### src/hw/rtl/rcpc_pkg.sv
// ----------------------------------------------------------------------------
// rcpc_pkg - shared constants for the RC pulse capture block
// Command codes, register indexes, reset values and datapath widths.
// ----------------------------------------------------------------------------
package rcpc_pkg;

    // request field widths
    localparam int CMD_W     = 2;
    localparam int CHAN_W    = 3;
    localparam int TS_W      = 32;
    localparam int POS_W     = 16;

    // configuration port
    localparam int CFG_W     = 16;
    localparam int CFG_IDX_W = 2;
    localparam int NHIGH_W   = 15;

    // map datapath: |width - min_width| is below 2^32, |span| below 2^16
    localparam int DIVISOR_W  = 16;
    localparam int DIVIDEND_W = TS_W + DIVISOR_W;

    localparam logic [CMD_W-1:0] CMD_EDGE   = 2'd0;
    localparam logic [CMD_W-1:0] CMD_UPDATE = 2'd1;
    localparam logic [CMD_W-1:0] CMD_READ   = 2'd2;

    localparam logic [CFG_IDX_W-1:0] REG_MIN_WIDTH = 2'd0;
    localparam logic [CFG_IDX_W-1:0] REG_MAX_WIDTH = 2'd1;
    localparam logic [CFG_IDX_W-1:0] REG_NORM_LOW  = 2'd2;
    localparam logic [CFG_IDX_W-1:0] REG_NORM_HIGH = 2'd3;

    localparam logic [CFG_W-1:0]   MIN_WIDTH_RST = 16'd1000;
    localparam logic [CFG_W-1:0]   MAX_WIDTH_RST = 16'd2000;
    localparam logic [CFG_W-1:0]   NORM_LOW_RST  = 16'hFC18;  // -1000
    localparam logic [NHIGH_W-1:0] NORM_HIGH_RST = 15'd1000;

    localparam int LIVE_RST_INT = (2000 + 1000) / 2;
    localparam logic [TS_W-1:0] LIVE_WIDTH_RST = TS_W'(LIVE_RST_INT);

endpackage

### src/hw/rtl/rcpc_div.sv
// ----------------------------------------------------------------------------
// rcpc_div - bit-serial unsigned divider
// Restoring division of a 48-bit dividend by a 16-bit divisor, one quotient
// bit per cycle. o_done pulses for one cycle once the quotient is valid.
// ----------------------------------------------------------------------------
module rcpc_div (
    input  logic                              i_clk,
    input  logic                              i_rst_n,
    input  logic                              i_start,
    input  logic [rcpc_pkg::DIVIDEND_W-1:0]   i_dividend,
    input  logic [rcpc_pkg::DIVISOR_W-1:0]    i_divisor,
    output logic                              o_done,
    output logic [rcpc_pkg::DIVIDEND_W-1:0]   o_quotient
);

    localparam int DW    = rcpc_pkg::DIVIDEND_W;
    localparam int VW    = rcpc_pkg::DIVISOR_W;
    localparam int CNT_W = $clog2(DW + 1);
    localparam logic [CNT_W-1:0] LAST_STEP = CNT_W'(DW - 1);

    logic             r_busy;
    logic             r_done;
    logic [CNT_W-1:0] r_cnt;
    logic [VW-1:0]    r_rem;
    logic [VW-1:0]    r_div;
    logic [DW-1:0]    r_quo;

    logic [VW:0]      trial;
    logic [VW:0]      trial_sub;
    logic             fits;
    logic [VW-1:0]    n_rem;

    // shift in the next dividend bit and subtract where the divisor fits
    always_comb begin
        trial     = {r_rem, r_quo[DW-1]};
        trial_sub = trial - {1'b0, r_div};
        fits      = (trial >= {1'b0, r_div});
        n_rem     = fits ? trial_sub[VW-1:0] : trial[VW-1:0];
    end

    always_ff @(posedge i_clk) begin
        if (!i_rst_n) begin
            r_busy <= 1'b0;
            r_done <= 1'b0;
            r_cnt  <= '0;
        end else begin
            r_done <= 1'b0;
            if (i_start) begin
                r_busy <= 1'b1;
                r_cnt  <= '0;
            end else if (r_busy) begin
                r_cnt <= r_cnt + CNT_W'(1);
                if (r_cnt == LAST_STEP) begin
                    r_busy <= 1'b0;
                    r_done <= 1'b1;
                end
            end
        end
    end

    always_ff @(posedge i_clk) begin
        if (i_start) begin
            r_rem <= '0;
            r_div <= i_divisor;
            r_quo <= i_dividend;
        end else if (r_busy) begin
            r_rem <= n_rem;
            r_quo <= {r_quo[DW-2:0], fits};
        end
    end

    assign o_done     = r_done;
    assign o_quotient = r_quo;

endmodule

### src/hw/rtl/rc_pwm_channel_capture.sv
// ----------------------------------------------------------------------------
// rc_pwm_channel_capture - multi-channel RC servo pulse width capture
// Keeps start time and live width per channel in one memory and the snapshot
// widths in a second; reads map a snapshot width onto the normalised range.
// ----------------------------------------------------------------------------
//  channel   direction  handshake              payload
//  request   in         i_valid / o_ready      i_cmd, i_channel, i_level,
//                                              i_timestamp
//  result    out        o_valid / i_ready      o_raw_width, o_position
//  config    in         i_cfg_we (no wait)     i_cfg_idx, i_cfg_data
//
//  One request at a time. Edge: accept, memory read, write back.
//  Update: one read and one write per channel.
//  Read: runs through the 48-step bit-serial divider unless the span is zero.
//  Synchronous reset clears the per-entry valid bits at once; no clearing pass.
//  A result held on a stalled output holds the next read in its final stage,
//  where it blocks all requests; edges and updates before it go on.
// ----------------------------------------------------------------------------
module rc_pwm_channel_capture #(
    parameter int CHANNELS = 6
) (
    input  logic                              i_clk,
    input  logic                              i_rst_n,
    // requests
    input  logic                              i_valid,
    output logic                              o_ready,
    input  logic [rcpc_pkg::CMD_W-1:0]        i_cmd,
    input  logic [rcpc_pkg::CHAN_W-1:0]       i_channel,
    input  logic                              i_level,
    input  logic [rcpc_pkg::TS_W-1:0]         i_timestamp,
    // results
    output logic                              o_valid,
    input  logic                              i_ready,
    output logic [rcpc_pkg::TS_W-1:0]         o_raw_width,
    output logic signed [rcpc_pkg::POS_W-1:0] o_position,
    // configuration
    input  logic                              i_cfg_we,
    input  logic [rcpc_pkg::CFG_IDX_W-1:0]    i_cfg_idx,
    input  logic [rcpc_pkg::CFG_W-1:0]        i_cfg_data
);

    localparam int TW  = rcpc_pkg::TS_W;
    localparam int QW  = rcpc_pkg::DIVIDEND_W;
    localparam int VW  = rcpc_pkg::DIVISOR_W;
    localparam int PW  = rcpc_pkg::POS_W;
    localparam int NHW = rcpc_pkg::NHIGH_W;
    localparam int AW  = (CHANNELS > 1) ? $clog2(CHANNELS) : 1;
    localparam logic [AW-1:0] LAST_IDX = AW'(CHANNELS - 1);

    typedef enum logic [3:0] {
        S_IDLE,
        S_EDGE_RD,
        S_EDGE_WR,
        S_UPD_RD,
        S_UPD_WR,
        S_READ_RD,
        S_READ_W,
        S_MUL,
        S_DIV_GO,
        S_DIV_WAIT,
        S_FIN
    } t_state;

    // configuration registers
    logic [rcpc_pkg::CFG_W-1:0] r_min_width;
    logic [rcpc_pkg::CFG_W-1:0] r_max_width;
    logic [rcpc_pkg::CFG_W-1:0] r_norm_low;
    logic [NHW-1:0]             r_norm_high;

    always_ff @(posedge i_clk) begin
        if (!i_rst_n) begin
            r_min_width <= rcpc_pkg::MIN_WIDTH_RST;
            r_max_width <= rcpc_pkg::MAX_WIDTH_RST;
            r_norm_low  <= rcpc_pkg::NORM_LOW_RST;
            r_norm_high <= rcpc_pkg::NORM_HIGH_RST;
        end else if (i_cfg_we) begin
            unique case (i_cfg_idx)
                rcpc_pkg::REG_MIN_WIDTH: r_min_width <= i_cfg_data;
                rcpc_pkg::REG_MAX_WIDTH: r_max_width <= i_cfg_data;
                rcpc_pkg::REG_NORM_LOW:  r_norm_low  <= i_cfg_data;
                rcpc_pkg::REG_NORM_HIGH: r_norm_high <= i_cfg_data[NHW-1:0];
                default: ;
            endcase
        end
    end

    // control and request registers
    t_state                        r_state;
    logic [rcpc_pkg::CHAN_W-1:0]   r_channel;
    logic                          r_level;
    logic [TW-1:0]                 r_ts;
    logic                          r_in_range;
    logic [AW-1:0]                 r_idx;
    logic [CHANNELS-1:0]           r_tl_vld;
    logic [CHANNELS-1:0]           r_sn_vld;
    logic                          r_tl_rd_vld;
    logic                          r_sn_rd_vld;

    // read datapath
    logic [TW-1:0]                 r_width;
    logic [TW-1:0]                 r_diff_mag;
    logic                          r_diff_neg;
    logic [QW-1:0]                 r_prod;
    logic                          r_neg;
    logic                          r_span_zero;

    // output register
    logic                          r_out_valid;
    logic [TW-1:0]                 r_raw_width;
    logic [PW-1:0]                 r_position;

    // memories: {start_time, live_width} per channel, and snapshot width
    logic [2*TW-1:0]               r_tl_mem [CHANNELS];
    logic [TW-1:0]                 r_sn_mem [CHANNELS];
    logic [2*TW-1:0]               r_tl_rd;
    logic [TW-1:0]                 r_sn_rd;

    logic                          accept;
    logic [31:0]                   in_ch_ext;
    logic [31:0]                   ch_ext;
    logic [AW-1:0]                 ch_addr;
    logic                          in_range_in;

    logic                          tl_re;
    logic [AW-1:0]                 tl_raddr;
    logic                          tl_we;
    logic [2*TW-1:0]               tl_wdata;
    logic                          sn_re;
    logic                          sn_we;

    logic [TW-1:0]                 cur_start;
    logic [TW-1:0]                 cur_live;

    logic [TW-1:0]                 w_sel;
    logic [TW+1:0]                 diff;
    logic [TW+1:0]                 diff_abs;
    logic [VW:0]                   span_in;
    logic [VW:0]                   span_in_abs;
    logic [VW+1:0]                 span_out;
    logic [VW+1:0]                 span_out_abs;
    logic [QW-1:0]                 prod;

    logic                          div_start;
    logic                          div_done;
    logic [QW-1:0]                 div_q;

    logic [QW-1:0]                 quo;
    logic [QW:0]                   scaled;
    logic signed [QW+1:0]          mapped;
    logic signed [QW+1:0]          nl_ext;
    logic signed [QW+1:0]          nh_ext;
    logic [PW-1:0]                 pos;
    logic                          out_free;

    assign o_ready     = (r_state == S_IDLE);
    assign accept      = i_valid && o_ready;
    assign in_ch_ext   = 32'(i_channel);
    assign in_range_in = (in_ch_ext < 32'(CHANNELS));
    assign ch_ext      = 32'(r_channel);
    assign ch_addr     = ch_ext[AW-1:0];

    // memory port control
    assign tl_re    = (r_state == S_EDGE_RD) || (r_state == S_UPD_RD);
    assign tl_raddr = (r_state == S_EDGE_RD) ? ch_addr : r_idx;
    assign tl_we    = (r_state == S_EDGE_WR);
    assign sn_re    = (r_state == S_READ_RD);
    assign sn_we    = (r_state == S_UPD_WR);

    // an entry never written reads as its reset value
    assign cur_start = r_tl_rd_vld ? r_tl_rd[2*TW-1:TW] : '0;
    assign cur_live  = r_tl_rd_vld ? r_tl_rd[TW-1:0] : rcpc_pkg::LIVE_WIDTH_RST;
    assign tl_wdata  = r_level ? {r_ts, cur_live} : {cur_start, r_ts - cur_start};

    always_ff @(posedge i_clk) begin
        if (tl_we) begin
            r_tl_mem[ch_addr] <= tl_wdata;
        end
        if (tl_re) begin
            r_tl_rd <= r_tl_mem[tl_raddr];
        end
        if (sn_we) begin
            r_sn_mem[r_idx] <= cur_live;
        end
        if (sn_re) begin
            r_sn_rd <= r_sn_mem[ch_addr];
        end
    end

    // map arithmetic, split over read, multiply, divide and final stages
    assign w_sel        = (r_in_range && r_sn_rd_vld) ? r_sn_rd : '0;
    assign diff         = {2'b00, w_sel} - {(TW + 2 - VW)'(0), r_min_width};
    assign diff_abs     = diff[TW+1] ? -diff : diff;
    assign span_in      = {1'b0, r_max_width} - {1'b0, r_min_width};
    assign span_in_abs  = span_in[VW] ? -span_in : span_in;
    assign span_out     = {(VW + 2 - NHW)'(0), r_norm_high}
                        - {{2{r_norm_low[VW-1]}}, r_norm_low};
    assign span_out_abs = span_out[VW+1] ? -span_out : span_out;
    assign prod         = r_diff_mag * span_out_abs[VW-1:0];

    assign div_start = (r_state == S_DIV_GO) && !r_span_zero;

    rcpc_div u_div (
        .i_clk      (i_clk),
        .i_rst_n    (i_rst_n),
        .i_start    (div_start),
        .i_dividend (r_prod),
        .i_divisor  (span_in_abs[VW-1:0]),
        .o_done     (div_done),
        .o_quotient (div_q)
    );

    assign quo    = r_span_zero ? '0 : div_q;
    assign scaled = r_neg ? -{1'b0, quo} : {1'b0, quo};
    assign nl_ext = {{(QW + 2 - VW){r_norm_low[VW-1]}}, r_norm_low};
    assign nh_ext = {(QW + 2 - NHW)'(0), r_norm_high};
    assign mapped = $signed({scaled[QW], scaled}) + nl_ext;

    // lower bound is tested first
    always_comb begin
        priority if (mapped < nl_ext) begin
            pos = r_norm_low;
        end else if (mapped > nh_ext) begin
            pos = {1'b0, r_norm_high};
        end else begin
            pos = mapped[PW-1:0];
        end
    end

    assign out_free = !r_out_valid || i_ready;

    always_ff @(posedge i_clk) begin
        if (!i_rst_n) begin
            r_state     <= S_IDLE;
            r_tl_vld    <= '0;
            r_sn_vld    <= '0;
            r_out_valid <= 1'b0;
        end else begin
            if (r_out_valid && i_ready) begin
                r_out_valid <= 1'b0;
            end
            unique case (r_state)
                S_IDLE: begin
                    if (accept) begin
                        r_channel  <= i_channel;
                        r_level    <= i_level;
                        r_ts       <= i_timestamp;
                        r_in_range <= in_range_in;
                        r_idx      <= '0;
                        priority if (i_cmd == rcpc_pkg::CMD_EDGE && in_range_in) begin
                            r_state <= S_EDGE_RD;
                        end else if (i_cmd == rcpc_pkg::CMD_UPDATE) begin
                            r_state <= S_UPD_RD;
                        end else if (i_cmd == rcpc_pkg::CMD_READ && in_range_in) begin
                            r_state <= S_READ_RD;
                        end else if (i_cmd == rcpc_pkg::CMD_READ) begin
                            r_state <= S_READ_W;
                        end else begin
                            // drop unused commands and edges on absent channels
                            r_state <= S_IDLE;
                        end
                    end
                end
                S_EDGE_RD: begin
                    r_tl_rd_vld <= r_tl_vld[tl_raddr];
                    r_state     <= S_EDGE_WR;
                end
                S_EDGE_WR: begin
                    r_tl_vld[ch_addr] <= 1'b1;
                    r_state           <= S_IDLE;
                end
                S_UPD_RD: begin
                    r_tl_rd_vld <= r_tl_vld[tl_raddr];
                    r_state     <= S_UPD_WR;
                end
                S_UPD_WR: begin
                    r_sn_vld[r_idx] <= 1'b1;
                    if (r_idx == LAST_IDX) begin
                        r_state <= S_IDLE;
                    end else begin
                        r_idx   <= r_idx + AW'(1);
                        r_state <= S_UPD_RD;
                    end
                end
                S_READ_RD: begin
                    r_sn_rd_vld <= r_sn_vld[ch_addr];
                    r_state     <= S_READ_W;
                end
                S_READ_W: begin
                    r_width    <= w_sel;
                    r_diff_mag <= diff_abs[TW-1:0];
                    r_diff_neg <= diff[TW+1];
                    r_state    <= S_MUL;
                end
                S_MUL: begin
                    r_prod      <= prod;
                    r_neg       <= r_diff_neg ^ span_out[VW+1] ^ span_in[VW];
                    r_span_zero <= (span_in == '0);
                    r_state     <= S_DIV_GO;
                end
                S_DIV_GO: begin
                    r_state <= r_span_zero ? S_FIN : S_DIV_WAIT;
                end
                S_DIV_WAIT: begin
                    if (div_done) begin
                        r_state <= S_FIN;
                    end
                end
                S_FIN: begin
                    // hold the result until the output register frees up
                    if (out_free) begin
                        r_out_valid <= 1'b1;
                        r_raw_width <= r_width;
                        r_position  <= pos;
                        r_state     <= S_IDLE;
                    end
                end
                default: begin
                    r_state <= S_IDLE;
                end
            endcase
        end
    end

    assign o_valid     = r_out_valid;
    assign o_raw_width = r_raw_width;
    assign o_position  = r_position;

endmodule

### config.mk
export PLATFORM = sky130hd
export DESIGN_NAME = rc_pwm_channel_capture
export DESIGN_NICKNAME = d
export VERILOG_FILES = /design/src/hw/rtl/rcpc_pkg.sv /design/src/hw/rtl/rcpc_div.sv /design/src/hw/rtl/rc_pwm_channel_capture.sv
export SDC_FILE = /design/constraint.sdc
export NUM_CORES = 2
export LEC_CHECK = 0
export BUFFER_PORTS_ARGS = -buffer_cell sky130_fd_sc_hd__buf_2
export CORE_MARGIN = 2
export CORE_UTILIZATION = 30
export CTS_BUF_LIST = sky130_fd_sc_hd__clkbuf_8
export DETAILED_ROUTE_END_ITERATION = 10
export PLACE_DENSITY_LB_ADDON = 0.3
export SLEW_MARGIN = 40
export SYNTH_ARGS = -nofsm -noshare
export SYNTH_HDL_FRONTEND = slang
export SYNTH_HIERARCHICAL = 1
export SYNTH_SLANG_ARGS = --single-unit
### constraint.sdc
create_clock -name i_clk -period 12.36 [get_ports i_clk]
set_input_delay 1.854 -clock i_clk [delete_from_list [all_inputs] [get_ports i_clk]]
set_output_delay 1.854 -clock i_clk [all_outputs]
set_load 0.005 [all_outputs]
# After elaboration in Yosys (flattened, before gate mapping)
# Memories as Yosys holds them, arrays and structs flattened. A register that Yosys moved wholly into a read port is not among the register bits.
# Cells that the tools add are included.
# totals
elab_cells	160
ramBits	576
input_bits	61
n_memories	2
out_inout_bits	50
reg_bits	373
# op_classes
n_mux	47
reduce_logical	33
bitwise_logic	6
n_eq_ne	21
order_cmp	9
n_addsub	12
multipliers	1
# memory_table
memory	words	word_bits	rd	rd_clocked_by_memory_dff	wr	line	rtl
r_tl_mem	6	64	1	1	1	rc_pwm_channel_capture.sv:113	logic [2*TW-1:0] r_tl_mem [CHANNELS];
r_sn_mem	6	32	1	1	1	rc_pwm_channel_capture.sv:114	logic [TW-1:0] r_sn_mem [CHANNELS];
# op_table
cell	count
$mux 48	3
$mux 32	4
$mux 16	5
$mux 64	1
$add 49x16->50	1
$gt 50x16->1	1
$lt 50x16->1	1
$mux 49	1
$neg 48->49	1
$mul 32x16->48	1
$pmux 4 s10	1
$sub 16x16->17	2
$sub 32x16->33	1
$neg 16->16	2
$neg 32->32	1
$sub 32x32->32	1
$mux 3	7
$ge 17x16->1	1
$logic_not 17->1	1
$eq 4x3->1 const B	4
$reduce_and 2->1	8
$sub 16x16->16	1
$mux 1	15
$eq 4x4->1 const B	3
31 further kinds	62

# Longest topological paths before layout
# logic_depth
ltp_word	7
mapped_depth	40

# Cells and area by module
# Netlist, hierarchy kept.
# modules_own_cells
mod	n_inst	cells_each	area_each_um2	seq_area_each_um2
rc_pwm_channel_capture	1	5645	63044.2	27936.8
rcpc_div	1	391	4594.4	2402.3

# Least setup slack after synthesis
# Ideal clock, no wire load.
# synth_path
path_type	flip-flop to flip-flop
start	reg r_norm_high[0]
end	reg r_prod[42], data pin
slack_ps	3197
setup_ps	262
path_stages_with_launch	37
arrival_ps	8901
cell_sequence	dfxtp_1 -> inv_1 -> ha_1 -> fa_1 -> nor2b_1 -> o21ai_0 -> a21boi_1 -> o21a_1 -> nor2_1 -> xnor2_1 -> or3_1 -> nor4_1 -> a31oi_1 -> xnor2_1 -> clkbuf_1 -> nand2_1 -> fa_1 -> fa_1 -> inv_1 -> fa_1 -> fa_1 -> fa_1 -> inv_1 -> fa_1 -> inv_1 -> ha_1 -> and4_1 -> nand2_1 -> a2bb2oi_1 -> o21ai_0 -> nor3b_1 -> o31a_1 -> a41oi_1 -> o21ai_0 -> a311oi_1 -> o21bai_1 -> xor2_1
# synth_between
elab_chain_cells	4
# synth_rtl
item	line	rtl
from (decl)	rc_pwm_channel_capture.sv:68	logic [NHW-1:0] r_norm_high;
from (signal assigned)	rc_pwm_channel_capture.sv:75	r_norm_high <= rcpc_pkg::NORM_HIGH_RST;
from (signal assigned)	rc_pwm_channel_capture.sv:81	rcpc_pkg::REG_NORM_HIGH: r_norm_high <= i_cfg_data[NHW-1:0];
$sub 16x16->17 (*)	rc_pwm_channel_capture.sv:196	- {{2{r_norm_low[VW-1]}}, r_norm_low};
$neg 16->16	rc_pwm_channel_capture.sv:197	assign span_out_abs = span_out[VW+1] ? -span_out : span_out;
$mux 16 (*)	rc_pwm_channel_capture.sv:197	
$mul 32x16->48 (*)	rc_pwm_channel_capture.sv:198	assign prod = r_diff_mag * span_out_abs[VW-1:0];
named net prod[42]	rc_pwm_channel_capture.sv:141	logic [QW-1:0] prod;
to (signal assigned)	rc_pwm_channel_capture.sv:295	r_prod <= prod;
to (decl)	rc_pwm_channel_capture.sv:103	logic [QW-1:0] r_prod;
# The timed path passes the listed nets; every way through them passes the cells marked *.
# A chain may end at the register's enable or synchronous reset.

# Worst setup path after layout
# layout_path
start	reg r_norm_low[2] (netlist bit)
end	reg r_prod[43], data pin
# layout_between
elab_chain_cells	4
# layout_rtl
item	line	rtl
from (decl)	rc_pwm_channel_capture.sv:67	logic [rcpc_pkg::CFG_W-1:0] r_norm_low;
from (signal assigned)	rc_pwm_channel_capture.sv:74	r_norm_low <= rcpc_pkg::NORM_LOW_RST;
from (signal assigned)	rc_pwm_channel_capture.sv:80	rcpc_pkg::REG_NORM_LOW: r_norm_low <= i_cfg_data;
$sub 16x16->17 (*)	rc_pwm_channel_capture.sv:196	
$neg 16->16	rc_pwm_channel_capture.sv:197	
$mux 16 (*)	rc_pwm_channel_capture.sv:197	
$mul 32x16->48 (*)	rc_pwm_channel_capture.sv:198	
named net prod[43]	rc_pwm_channel_capture.sv:141	
# Marks and branches as above.

==> results.cfg <==
[cts]
cts_tree = yes
clock_latency_ns = 0.92
ctsHtreeMaxLevel = 4
cts_setup_buffers = 0
numClockSinks = 1045
root_buffer = clkbuf_8
cts_buffers = 173
cts_resized = 0
holdBufCountCts = 0
clock_path_buffers = 3
clk_pin_slew_ns = 0.07

[critical_path]
cp_data_required_time_ns = 13.00
startpoint = r_norm_low[2]
critPathKind = flop to flop
regToRegEndpoint = r_prod[43]
start_kind = flop
r2r_setup_slack_ns = 1.70
crit_slowest_cell = a221oi_1
path_max_fanout = 19
r2r-start = r_norm_low[2]
cp-end-kind = flop
cpPeakStageDelay_ns = 0.57
r2r_cells = 37
cp.arrival_ns = 11.30

[grt]
gr-usage-met2_pct = 25.2
grt_usage_pct = 15.2
antenna_found_initial = 4
grt-busiest-layer = met2
overflow = 0
grt_pass1_vias = 46600
grt_max_degree = 78
use_met1_pct = 20.6
grt_pass1_wl_um = 275000
use_met3_pct = 2.21

[timing]
max_slew.worst_pin.slew_ns = 0.918
drv_slew = 0
slew_headroom_pct = 38.8
skew_ns = 0.0504
rsz0062_at_grt = no
final.setup.tns_ns = 0
fmax_mhz = 93.8
finalCriticalPeriod_ns = 10.66
holdWs_ns = 0.418
finalSetupViolations = 0
post-route-period-util_pct = 86.2
fin_ws_ns = 1.70
finalHoldViolCount = 0

[drt]
first_iter_violations = 3175
dr.pass1.iters = 6
ant_nets = 0
wl_per_cell_um = 19.0
drt_wl_total_um = 176000
detail_route.vias_per_cell = 4.91
drc_errors = 0
num_vias = 45600

[cells_and_area]
utilization_pct = 33.6
fillerInstances = 22400
syn_to_final_growth_pct = 11.4
nets = 6954
stdcell_count = 9280
layout-drive-gt1-share_pct = 11.0

[die]
start_util_pct = 30.1
coreArea_um2 = 224000
die-area_um2 = 229000
dieHeight_um = 479
die_w_um = 479
fp-row-count = 174
pin_count = 111

[placed_design]
hpwl_um = 123000
pre_cts_ws_ns = 1.62
port_buffers = 110
gp_congestion = 0.856
dpl.cell_count = 8949

[flow_run]
cap_violations = 0

[min_path]
hold_path_depth = 0
hp-class = flop to flop
hold_path_end = o_raw_width[29]
min_from = r_width[29]

[status]
status = finished, final reports clean

[synthesis]
netlist_area_um2 = 67600
ys.flop_type = edfxtp_1
synth-edff-count = 941
ys_async_sr_fraction_pct = 0
synthCells = 6036
synth_nets = 6854
synthDistinctLibCells = 102
postSynthAreaPerCell_um2 = 11.2
yosysWarnings = 6
synth-seq-cells = 1045
yosysSeqAreaShare_pct = 44.9

[pwr]
peakVddDrop_mv = 0.518
leakagePower_nw = 29.5
power.density_nw_per_um2 = 277
synthesized netlist by cell type, types with 8 or more instances:
master	number	area share [%]
o21ai_1	10	0.074
mux2i_1	96	1.4
xnor2_1	164	2.1
a211o_1	9	0.12
a31o_2	8	0.10
o311ai_0	17	0.22
and2_1	165	1.5
dfxtp_1	104	3.1
o221ai_1	24	0.31
a311oi_1	15	0.19
a31oi_1	27	0.25
a21o_1	102	1.1
mux4_2	74	2.5
o21bai_1	29	0.32
xor2_1	73	0.95
and3_1	43	0.40
o41ai_1	10	0.13
nor2_1	247	1.4
or2_2	12	0.11
o21ai_0	279	2.1
ha_1	333	6.2
a21boi_0	49	0.54
a211oi_1	29	0.32
a21oi_1	207	1.5
o22ai_1	9	0.083
nand2_1	787	4.4
o31ai_1	30	0.33
edfxtp_1	941	42
or3_1	30	0.28
o211ai_1	43	0.48
nand3_1	57	0.42
mux2_2	92	1.5
o21a_1	43	0.48
nor4_1	25	0.23
a22oi_1	57	0.63
nand2b_1	79	0.73
nor3_1	81	0.60
nor2b_1	117	1.1
nand4_1	36	0.33
fa_1	424	13
nor3b_1	16	0.18
clkbuf_1	242	1.3
inv_1	633	3.5
buf_1	22	0.12
through the flow:
step / area (µm²) / power [W]
after CTS: 75300 / 0.0210
final: 75400 / 0.0208
after floorplan: 67600 / 0.0148
after global placement: 71700 / 0.0178
after detailed placement: 71900 / 0.0179
after global routing: 75400 / 0.0230
placed cells by master, fill, tap and decap left out, drive strengths merged, types with 44 or more instances in the layout:
cell and count:
clkinv 76, clkbuf 181, nor2b 117, mux4 74, o211ai 44, o21ai 292, nand2 788, buf 200
mux2 92, and2 166, ha 333, edfxtp 941, mux2i 96, a21oi 208, a22oi 58, nor3 83
inv 690, xor2 73, dfxtp 104, xnor2 164, nand3 57, nor2 248, a21o 102, fa 424
nand2b 79, a21boi 53
power breakdown:
group | internal (W) | switching (W) | total, W | leakage [nW]
combinational | 0.00539 | 0.00770 | 0.0131 | 18.2
clock | 0.00150 | 0.00148 | 0.00298 | 1.88
sequential | 0.00471 | 0.0000674 | 0.00478 | 9.40
per-layer routing:
layer,vias up,routed length (µm)
met3,272,8340
met4,0,4590
met1,22800,80100
met2,1089,83100
met5,-,0
li1,21400,-
how the worst max path moves through the flow:
stage | to | slack [ns] | cells past startpoint
finish | r_prod[43] | 1.70 | 37
global route | r_prod[42] | 0.95 | 34
CTS | r_prod[42] | 1.57 | 35
detailed placement | r_prod[43] | 1.62 | 36
global placement | r_prod[43] | 1.54 | 36
floorplan | r_prod[42] | 3.20 | 36
logic make-up (layout without fill, tap and decap cells):
group,after synthesis,count (layout),share of synthesized area [%]
simple gates,1741,1741,12.2
mux,262,262,5.42
fa+ha+maj,757,757,18.7
other cells,0,4,0
flops,1045,1045,44.9
buf+inv,909,1157,5.11
xor+xnor,237,237,3.07
compound gates,1085,1085,10.6
flip-flops by register name (all words and copies together) (netlist names), 32 cells and up:
register          cells
u_div/o_quotient     48
r_ts                 32
r_tl_mem            384
r_tl_rd              64
o_raw_width          32
r_width              32
r_prod               48
r_sn_rd              32
r_sn_mem            192
r_diff_mag           32
worst max-delay path, delay by kind of cell (launching register included):
kind	cells	cell delay, ns
adders and majority gates	8	3.81
DFF	1	0.37
buffers and inverters	7	0.73
xor gates and xnor gates	2	0.64
AOI/OAI and AO/OA	16	3.86
and+or+nand+nor	4	0.95
area by class of cell:
cell class / instances / area, µm² / area share, %
tap: 2992 / 3740 / 4.97
clock buffer: 181 / 2490 / 3.30
clock inverter: 142 / 843 / 1.12
timing repair buffer: 200 / 1360 / 1.81
multi-input combinational: 4082 / 34200 / 45.4
inverter: 634 / 2380 / 3.16
antenna: 4 / 10.0 / 0.0133
sequential: 1045 / 30300 / 40.3
Power figures use the tool's default switching activity.
